`src/rtl/iptl_pkg.sv`:
```
// Shared types and constants for the IPv4 prefix trie with longest-prefix match.
// No dependencies; iptl_walk, iptl_out_buf and the top level use it by scoped names.
package iptl_pkg;

  localparam int unsigned NODE_COUNT_DEF = 4096;
  localparam int unsigned ADDR_W         = 32;
  localparam int unsigned LEN_W          = 6;
  localparam logic [LEN_W-1:0] MAX_LEN   = 6'd32;

  typedef enum logic [1:0] {
    OP_ADD    = 2'd0,
    OP_DEL    = 2'd1,
    OP_LOOKUP = 2'd2,
    OP_BAD    = 2'd3
  } op_e;

  typedef struct packed {
    logic             error;
    logic             hit;
    logic [LEN_W-1:0] match_len;
  } result_t;

endpackage

```
`src/rtl/iptl_out_buf.sv`:
```
// Output register for results; it frees the walker by taking its result when empty or not stalled.
// Depends on iptl_pkg.
module iptl_out_buf (
  input  logic                       clk_i,
  input  logic                       rst_ni,
  input  logic                       res_valid_i,
  output logic                       res_free_o,
  input  iptl_pkg::result_t          res_i,
  output logic                       out_valid_o,
  input  logic                       out_stall_i,
  output logic                       error_o,
  output logic                       hit_o,
  output logic [iptl_pkg::LEN_W-1:0] match_len_o
);

  logic              valid_q, valid_d;
  iptl_pkg::result_t res_q, res_d;

  assign res_free_o = !valid_q || !out_stall_i;

  always_comb begin
    valid_d = valid_q;
    res_d   = res_q;
    if (res_free_o) begin
      valid_d = res_valid_i;
      if (res_valid_i) begin
        res_d = res_i;
      end
    end
  end

  always_ff @(posedge clk_i or negedge rst_ni) begin
    if (!rst_ni) begin
      valid_q <= 1'b0;
      res_q   <= '0;
    end else begin
      valid_q <= valid_d;
      res_q   <= res_d;
    end
  end

  assign out_valid_o = valid_q;
  assign error_o     = res_q.error;
  assign hit_o       = res_q.hit;
  assign match_len_o = res_q.match_len;

endmodule

```
`config.mk`:
```
export PLATFORM = sky130hd
export DESIGN_NAME = iptl_out_buf
export DESIGN_NICKNAME = d
export VERILOG_FILES = /design/src/rtl/iptl_pkg.sv /design/src/rtl/iptl_out_buf.sv
export SDC_FILE = /design/constraint.sdc
export NUM_CORES = 1
export LEC_CHECK = 0
export BUFFER_PORTS_ARGS = -buffer_cell sky130_fd_sc_hd__buf_4
export CAP_MARGIN = 15
export CORE_AREA = 2 2 39 41
export CTS_CLUSTER_DIAMETER = 100
export CTS_CLUSTER_SIZE = 8
export DETAILED_ROUTE_END_ITERATION = 6
export DIE_AREA = 0 0 41 43
export PLACE_DENSITY = 0.53
export SYNTH_ARGS = -nofsm -noshare
export SYNTH_HDL_FRONTEND = slang
export SYNTH_SLANG_ARGS = --single-unit
```
`constraint.sdc`:
```
create_clock -name clk_i -period 1.3 [get_ports clk_i]
set_input_delay 0.13 -clock clk_i [delete_from_list [all_inputs] [get_ports clk_i]]
set_output_delay 0.13 -clock clk_i [all_outputs]
set_load 0.01 [all_outputs]
```
==> impl_metrics.tcl <==
set metrics [dict create \
    p_total_uw 714.2 \
    finalNetCount 59 \
    r2r_start "out_valid_o" \
    drc_errors 0 \
    synth.area.mux_share_pct 26.18 \
    synth_top_area_share_pct 65.45 \
    diodes 0 \
    worst_pin_slew_ns 0.2786 \
    hold_buffers 1 \
    synth_seq_area_share_pct 65.45 \
    gp_congestion 0.6130 \
    antenna_found_initial 0 \
    seq_power_share_pct 47.5 \
    grt_overflow 0 \
    cts-buffers-inserted 3 \
    yosys.area_share.adder_pct 0 \
    max_freq_ghz 0.8268 \
    postSynthAreaPerCell_sq_um 17.20 \
    grt_pass1_wl_microns 1041 \
    min_to "out_valid_o" \
    synth_xor_area_share_pct 0 \
    die-area_sq_mm 0.001763 \
    yosys.area_share.simple_pct 2.909 \
    yosys_warnings 0 \
    utilization_pct 40.33 \
    yosys_register_bits 9 \
    drtIter0Drc 0 \
    rsz0062_at_grt "no" \
    period_minus_slack_ns 1.209 \
    floorplan.die.width_microns 41 \
    final_hold_viol_count 0 \
    r2r_cells 2 \
    initial_core_util_pct 24.86 \
    grt_pass1_vias 268 \
    drt-wirelength-per-cell_microns 10.76 \
    syn-num-nets 32 \
    cts-resized-gates 0 \
    p_clk_share_pct 28.8 \
    ant_nets 0 \
    synth_cell_types 5 \
    finClkSkew_ns 0.0005676 \
    hp-class "input pin to flip-flop" \
    r2r-end "hit_o" \
    holdPathStages 2 \
    netlist_area_sq_um 344.1 \
    p_int_uw 544.4 \
    reg2reg_slack_ns 0.09 \
    synth_top_family_by_area "multiplexers" \
    tritoncts "built" \
    boundaryPins 22 \
    worstPathMaxFanout 8 \
    worst_setup_path_start_kind "flip-flop" \
    post-route-period-util_pct 93.04 \
    arrival_ns 1.35 \
    critPathKind "flip-flop to flip-flop" \
    wl_microns 667 \
    grt_max_degree 10 \
    clockRootBuffer "clkbuf_4" \
    met3_length_microns 74 \
    drive_gt1_share_pct 71.74 \
    cts.clk_slew.worst_paths_ns 0.06 \
    grt_usage_pct 9.146 \
    power.leakage_nw 0.2685 \
    maxSlewViolCount 0 \
    drv_cap 0 \
    ir_drop_uv 442.7 \
    status "complete, no violations" \
    top_layer "met3" \
    critPathCaptureType "flip-flop" \
    layout-area-overhead-vs-synth_pct 62.18 \
    setup_tns_ns 0 \
    combPwrFrac_pct 23.7 \
    netlist_instances 20 \
    switching_share_pct 23.77 \
    postCtsSetupBuffers 0 \
    port_buffers 21 \
    vias 257 \
    wl_met1_microns 231 \
    crit_required_ns 1.44 \
    dr_wl_met2_microns 361 \
    htree_levels 1 \
    power_density_mw_per_mm2 1280 \
    vias_per_cell 4.145 \
    min_from "res_valid_i" \
    net-switching-power_uw 169.8 \
    synthTopCellsByArea "dfrtp_1 (65%), mux2_2 (26%), a21boi_4 (5.5%)" \
    first_pass_iters 1 \
    slew_headroom_pct 81.38 \
    yosys.area.top_type "dfrtp_1" \
    coreArea_sq_mm 0.001384 \
    cts_buffer_depth 2 \
    clk_latency_ns 0.25 \
    synth_compound_area_share_pct 5.455 \
    cts_num_sinks 9 \
    die_y_microns 43 \
    rows 14 \
    finalSetupViolations 0 \
]
-- worst max-delay path by stage --
| stage | from | to | cells past startpoint |
|---|---|---|---|
| floorplan | out_valid_o | error_o | 2 |
| global route | out_valid_o | error_o | 2 |
| global placement | out_valid_o | match_len_o[0] | 2 |
| detailed placement | out_valid_o | match_len_o[0] | 2 |
| CTS | out_valid_o | match_len_o[0] | 2 |
| finish | out_valid_o | hit_o | 2 |
-- metal layers --
metal  vias up  GRT usage (%)
li1        123              -
met1       122          8.361
met2        12          15.63
met3         0          3.141
met4         0          6.000
met5         -              0
-- layout by cell type (no fill, tap or decap) --
| cell | instances |
|---|---|
| mux2_2 | 8 |
| nand2_1 | 1 |
| dfrtp_1 | 9 |
| clkbuf_4 | 3 |
| nand2b_1 | 1 |
| buf_4 | 21 |
| a21boi_4 | 1 |
| dlygate4sd3_1 | 1 |
| clkbuf_1 | 1 |
-- synthesized netlist by cell type, drive strengths merged --
| cell | instances |
|---|---|
| dfrtp | 9 |
| mux2 | 8 |
| a21boi | 1 |
| nand2 | 1 |
| nand2b | 1 |
-- sequential cells by signal, summed over array words and instances, names as in the netlist --
name / count
error_o: 1
hit_o: 1
match_len_o: 6
out_valid_o: 1
-- per-stage QoR --
step / setup WS, ns / area (sq um) / instances / hold slack (ns)
after floorplan: 0.1266 / 344.1 / 20 / -0.1656
final: 0.09052 / 558.0 / 62 / 0.08797
after detailed placement: 0.07278 / 521.8 / 57 / -0.04065
after global placement: 0.1041 / 521.8 / 57 / -0.04326
after global routing: 0.01657 / 558.0 / 62 / 0.08412
after CTS: 0.06580 / 558.0 / 62 / 0.08115
-- area by class of cell --
type | count | area (sq um)
Fill cell | 139 | 825.8
Sequential cell | 9 | 225.2
Timing Repair Buffer | 22 | 167.7
Multi-Input combinational cell | 11 | 118.9
Clock buffer | 4 | 26.28
Tap cell | 16 | 20.02
-- power by group through the flow --
stage | Sequential (mW) | Combinational, mW | Clock (mW)
after floorplan | 0.363 | 0.0488 | 0
after global routing | 0.346 | 0.184 | 0.238
after detailed placement | 0.345 | 0.171 | 0
after CTS | 0.340 | 0.173 | 0.219
final | 0.339 | 0.169 | 0.205
after global placement | 0.343 | 0.167 | 0
-- logic make-up after synthesis --
| kind of cell | after synthesis |
|---|---|
| AOI/OAI and AO/OA | 1 |
| DFF | 9 |
| and+or+nand+nor | 2 |
| muxes | 8 |
-- worst max-delay path, stage by stage, from the launching register on --
cell and delay (ns):
dfrtp_1 0.42, a21boi_4 0.30, mux2_2 0.37
No activity file was read; power rests on OpenSTA's default activity.
